$ cat config.mk
export PLATFORM = sky130hd
export DESIGN_NAME = fik_sqrt_pipe
export DESIGN_NICKNAME = d
export VERILOG_FILES = /design/src/design/fik_sqrt_pipe.sv
export SDC_FILE = /design/constraint.sdc
export NUM_CORES = 2
export LEC_CHECK = 0
export BUFFER_PORTS_ARGS = -buffer_cell sky130_fd_sc_hd__buf_2
export CORE_UTILIZATION = 50
export CTS_BUF_LIST = sky130_fd_sc_hd__clkbuf_16
export DETAILED_ROUTE_END_ITERATION = 12
export PLACE_DENSITY_LB_ADDON = 0.25
export SLEW_MARGIN = 20
export SYNTH_ARGS = -nofsm -noshare
export SYNTH_HDL_FRONTEND = slang
export SYNTH_MEMORY_MAX_BITS = 65536
export SYNTH_SLANG_ARGS = --single-unit
$ cat constraint.sdc
create_clock -name clock -period 9.9 [get_ports clock]
set_input_delay 2.475 -clock clock [delete_from_list [all_inputs] [get_ports clock]]
set_output_delay 2.475 -clock clock [all_outputs]
set_load 0.05 [all_outputs]
$ cat src/design/fik_sqrt_pipe.sv
module fik_sqrt_pipe #(
   parameter int RAD_W = 62,
   parameter int TAG_W = 8
) (
   input  logic                 clock,
   input  logic                 reset,
   input  logic                 in_valid,
   input  logic [RAD_W-1:0]     in_rad,
   input  logic [TAG_W-1:0]     in_tag,
   output logic                 out_valid,
   output logic [RAD_W/2-1:0]   out_root,
   output logic [TAG_W-1:0]     out_tag
);
   localparam int ROOT_W = RAD_W / 2;
   localparam int REM_W  = ROOT_W + 2;

   logic              vld_ff  [ROOT_W+1];
   logic [TAG_W-1:0]  tag_ff  [ROOT_W+1];
   logic [ROOT_W-1:0] root_ff [ROOT_W+1];
   logic [REM_W-1:0]  rem_ff  [ROOT_W];
   logic [RAD_W-1:0]  rad_ff  [ROOT_W];

   always_ff @(posedge clock) begin
      if (reset) begin
         vld_ff[0] <= 1'b0;
      end else begin
         vld_ff[0] <= in_valid;
      end
      tag_ff[0]  <= in_tag;
      root_ff[0] <= '0;
      rem_ff[0]  <= '0;
      rad_ff[0]  <= in_rad;
   end

   // Each stage brings down two radicand bits and decides one root bit.
   for (genvar k = 1; k <= ROOT_W; k++) begin : g_stage
      logic [REM_W+1:0] cur;
      logic [REM_W+1:0] trial;
      logic             ge;

      assign cur   = {rem_ff[k-1], rad_ff[k-1][RAD_W-2*k+1 -: 2]};
      assign trial = (REM_W+2)'({root_ff[k-1], 2'b01});
      assign ge    = cur >= trial;

      always_ff @(posedge clock) begin
         if (reset) begin
            vld_ff[k] <= 1'b0;
         end else begin
            vld_ff[k] <= vld_ff[k-1];
         end
         tag_ff[k]  <= tag_ff[k-1];
         root_ff[k] <= {root_ff[k-1][ROOT_W-2:0], ge};
      end

      if (k < ROOT_W) begin : g_carry
         always_ff @(posedge clock) begin
            rem_ff[k] <= REM_W'(ge ? cur - trial : cur);
            rad_ff[k] <= rad_ff[k-1];
         end
      end
   end

   assign out_valid = vld_ff[ROOT_W];
   assign out_root  = root_ff[ROOT_W];
   assign out_tag   = tag_ff[ROOT_W];
endmodule

==> results summary <==
The sort of element at the start of the critical path is a register. The via count of the first global-routing pass is 61691. The total overflow reported by the global router is 0. The library cell contributing the largest single delay on the critical path is a2111oi_0. The async set or reset register ratio after synthesis came out at 0%. The fraction of the yosys area taken by sequential cells came out at 57.46%. The kind of cell with the highest combined delay along the critical path is compound AO/OA/AOI/OAI gates. The total power density per cell area came out at 261.7 nW/um2. The longest individual stage delay on the worst path came out at 0.61 ns. The remaining antenna violation count after routing came out at 0. The y dimension of the die came out at 437.2 um. The placed cell count is between 10000 and 15000. In this run the most critical hold path is launched from rad_ff[0][6]. The count of filler cells inserted in the layout is 16200. The register cell area after layout came out at approximately 54000 um2. The internal portion of total power came out at 20.27 mW. The max-slew violation count is 0.

The clock drives 2718 sinks. Setup repair after global routing left no endpoint under its margin. The number of violations reported at the end of detailed-routing iteration 0 is 3665. The share of layout cells above drive strength 1 came out at under 10%.

Synthesis inferred 2718 register bits. The number of search-and-repair iterations in the first detailed-routing pass came out at 10. The global-route wire length before repair is 318.0 mm. The initial core utilization came out at around half.

Tracing the worst setup path back leads to its startpoint at root_ff[9][31]. The sum of buffers and inverters on the critical path is 2. The global-route usage over all layers came out at around 20%. The area of the die is 191100 um2.

STA classifies the critical path endpoint as a register. The number of enable flip-flop cells after synthesis is 0. At the pin with the least slew margin, the transition time is 1.121 ns. The detail-routed net length per standard cell came out at 16.43 um.

The worst setup slack after layout is 5.606 ns. Ranked by total cell area, the synthesized netlist is headed by dfxtp_1 (57%), ha_1 (7.0%), xnor2_1 (3.6%), xor2_1 (3.3%), o21ai_0 (2.7%). The clock tree synthesis step divided the H-tree into 5 levels. The final-report setup violation count came out at 0. The checks that failed: design-rule violations. The leading register cell type out of synthesis is dfxtp_1. The width of the chip is 437.2 um. The area growth from synthesis to layout is 12.64%.

By instance count, the cell type seen most on the critical path is o21ai_0. The count of unique library cells instantiated by Yosys is 98. In the final timing run, aggregate negative setup slack is 0 ns. The sequential group share of total power came out at 49.6%. The required arrival time at the worst endpoint came out at 10.63 ns. Pin placement for this block handled around 110 I/O pins. The relative slew slack came out at 24.67%. The library cell used most frequently in the layout, excluding fill and tap cells, is dfxtp_1. Per report_power, the clock group accounts for 35.7% of the total. The switching power of the nets is 7.639 mW. The switching share of total power came out at between 20% and 30%.

Traced cell by cell, the critical path runs through inv_1, ha_1, o21ai_0, a211oi_1, a211oi_1, o21ai_0, a21o_1, a311o_1, buf_4, o21ai_0, a2111oi_0, xor2_1. After detailed routing, the total wire length is 197.0 mm. The final worst clock skew came out at 0.04721 ns. The net count after synthesis came out at 9663. The worst-case register-to-register setup slack is 5.61 ns. The last weighted congestion value of the routability-driven placer is 0.9484. In this run the cell area of the synthesized design comes to 94700 um2. The detailed-route vias per instance is ~5.2. VDD sags by at most 0.2215 mV. The setup slack after placement is roughly 5.7 ns. The number of standard cells in the layout, taps in and fillers out is between 10000 and 15000. Detailed placement ended at an HPWL of 146.5 mm. Detailed routing inserted a total of 62359 vias. The total leakage power came out at 49.37 nW. TritonCTS built the clock tree. The multi-input logic area is 37130 um2. The floorplan core area is 188000 um2. The average cell area after synthesis came out at 10.45 um2. The number of nets in the layout came out at 9894.

The worst path arrival time is 5.03 ns. The count of buffers inserted at the top-level ports came out at 112. The later-pin clock latency in the skew report is just over 0.9 ns. For this run, design rule violations remaining after detail routing come to 2.

The largest area contributor in the netlist is dfxtp_1. The number of antenna violations at the first check in global routing came out at 3. The share of the synthesized area in the top cell type came out at ~57%. The flow ran to the end, but the final reports show violations. Entering global routing, the biggest net connects 59 pins.

The routed design could run at a clock period as short as 4.294 ns. The portion of total power attributed to combinational logic is 14.7%. The final clock period utilization by the worst path is 43.38%.

Counting the buffers created by CTS gives 288. The number of hold violations in the final report is 0. In the layout the commonest cells are dfxtp_1 (2718), inv_1 (698), nand2_1 (611). The hold buffer count at CTS is 0.

The class of the most critical hold timing path is register to register. Counting along the longest clock path gives a buffer depth of 4. The number of warnings issued by yosys came out at 0.

The max capacitance violation total is 0. The quantity of gates resized following cts is 0. The startpoint identified for the worst register-to-register timing path is root_ff[9][31].

The number of cells produced by synthesis came out at approximately 9000. The clock transition at the register clock pins on the worst setup and hold paths after CTS came out at 0.06 ns. The critical path in this run is classified as register to register. The post-CTS setup repair buffer count is 0. The maximum frequency from static timing analysis is 232.9 MHz.

The root buffer selected by CTS is clkbuf_16. The top fanout value on the critical path came out at 41. The row count came out at 159.
==> worst reg2reg max path, cell delays in order (launching register included) <==
cell and delay (ns):
dfxtp_1 0.33, inv_1 0.04, ha_1 0.32, o21ai_0 0.15
a211oi_1 0.55, a211oi_1 0.27, o21ai_0 0.58, a21o_1 0.26
a311o_1 0.17, buf_4 0.39, o21ai_0 0.33, a2111oi_0 0.61
xor2_1 0.13
==> sequential cells by signal, summed over array words and instances, names as in the netlist <==
register	flops
rad_ff	992
tag_ff	256
vld_ff	32
rem_ff	942
root_ff	496
==> area by class of cell <==
cell class	instances	area share, %
Inverter	658	2.315
Tap cell	2495	2.926
Antenna cell	10	0.02346
Timing Repair Buffer	133	0.6733
Sequential cell	2718	51.01
Clock inverter	187	1.256
Clock buffer	298	6.991
Multi-Input combinational cell	5494	34.81
==> power groups by stage <==
| stage | combinational [mW] | clock, mW | sequential (mW) |
|---|---|---|---|
| detailed placement | 4.07 | 0 | 14.1 |
| floorplan | 3.21 | 0 | 13.6 |
| finish | 4.11 | 9.96 | 13.8 |
| CTS | 4.11 | 10.3 | 13.9 |
| global route | 4.61 | 10.8 | 14.0 |
| global placement | 4.03 | 0 | 14.1 |
==> per-layer routing <==
layer  global-route usage [%]  vias to the layer above  share of wire [%]
met5                        0                        -                  0
met4                    8.014                        0                3.4
met3                    3.602                      415                4.5
met2                    34.71                     1396                 48
met1                    25.31                    29049                 44
li1                         -                    31499                  -
==> worst paths after layout <==
| path | to | cells past startpoint |
|---|---|---|
| worst min register to register | rad_ff[1][6] | 0 |
| worst max-delay path | rem_ff[1][154] | 12 |
| worst max register to register | rem_ff[1][154] | 12 |
| worst min-delay path | rad_ff[1][6] | 0 |
==> logic make-up after synthesis <==
logic type / synth area share, %
flip-flops: 57.46
AND/OR/NAND/NOR: 12.46
XOR/XNOR: 6.964
other: 0.003960
adder cells (fa/ha/maj): 6.976
buffers and inverters: 3.431
AO/OA/AOI/OAI: 11.73
multiplexers: 0.9869
==> per-stage QoR <==
step                      hold slack (ns)  util, %  cell area [um2]  power, mW
after floorplan                    0.3096        -            94700      16.79
after global placement             0.3096    52.05            97850      18.09
after detailed placement           0.3121    52.05            97850      18.13
after CTS                          0.3022    56.73           106600      28.23
after global routing               0.3075    56.74           106700      29.41
final                              0.2972    56.74           106700      27.91
==> cell usage after synthesis, drive strengths merged, types with 67 or more instances <==
library cell  instances
nand4               102
ha                  528
nor2b               112
xnor2               392
nand3               134
o31ai                75
nor4                121
o21ai               511
nor2                513
dfxtp              2718
nand2b              103
clkbuf              152
o21a                 88
nor3                230
a21o                228
mux2                 67
nand2               611
inv                 657
or3                 102
a21oi               479
xor2                361
Power figures use the tool's default switching activity.
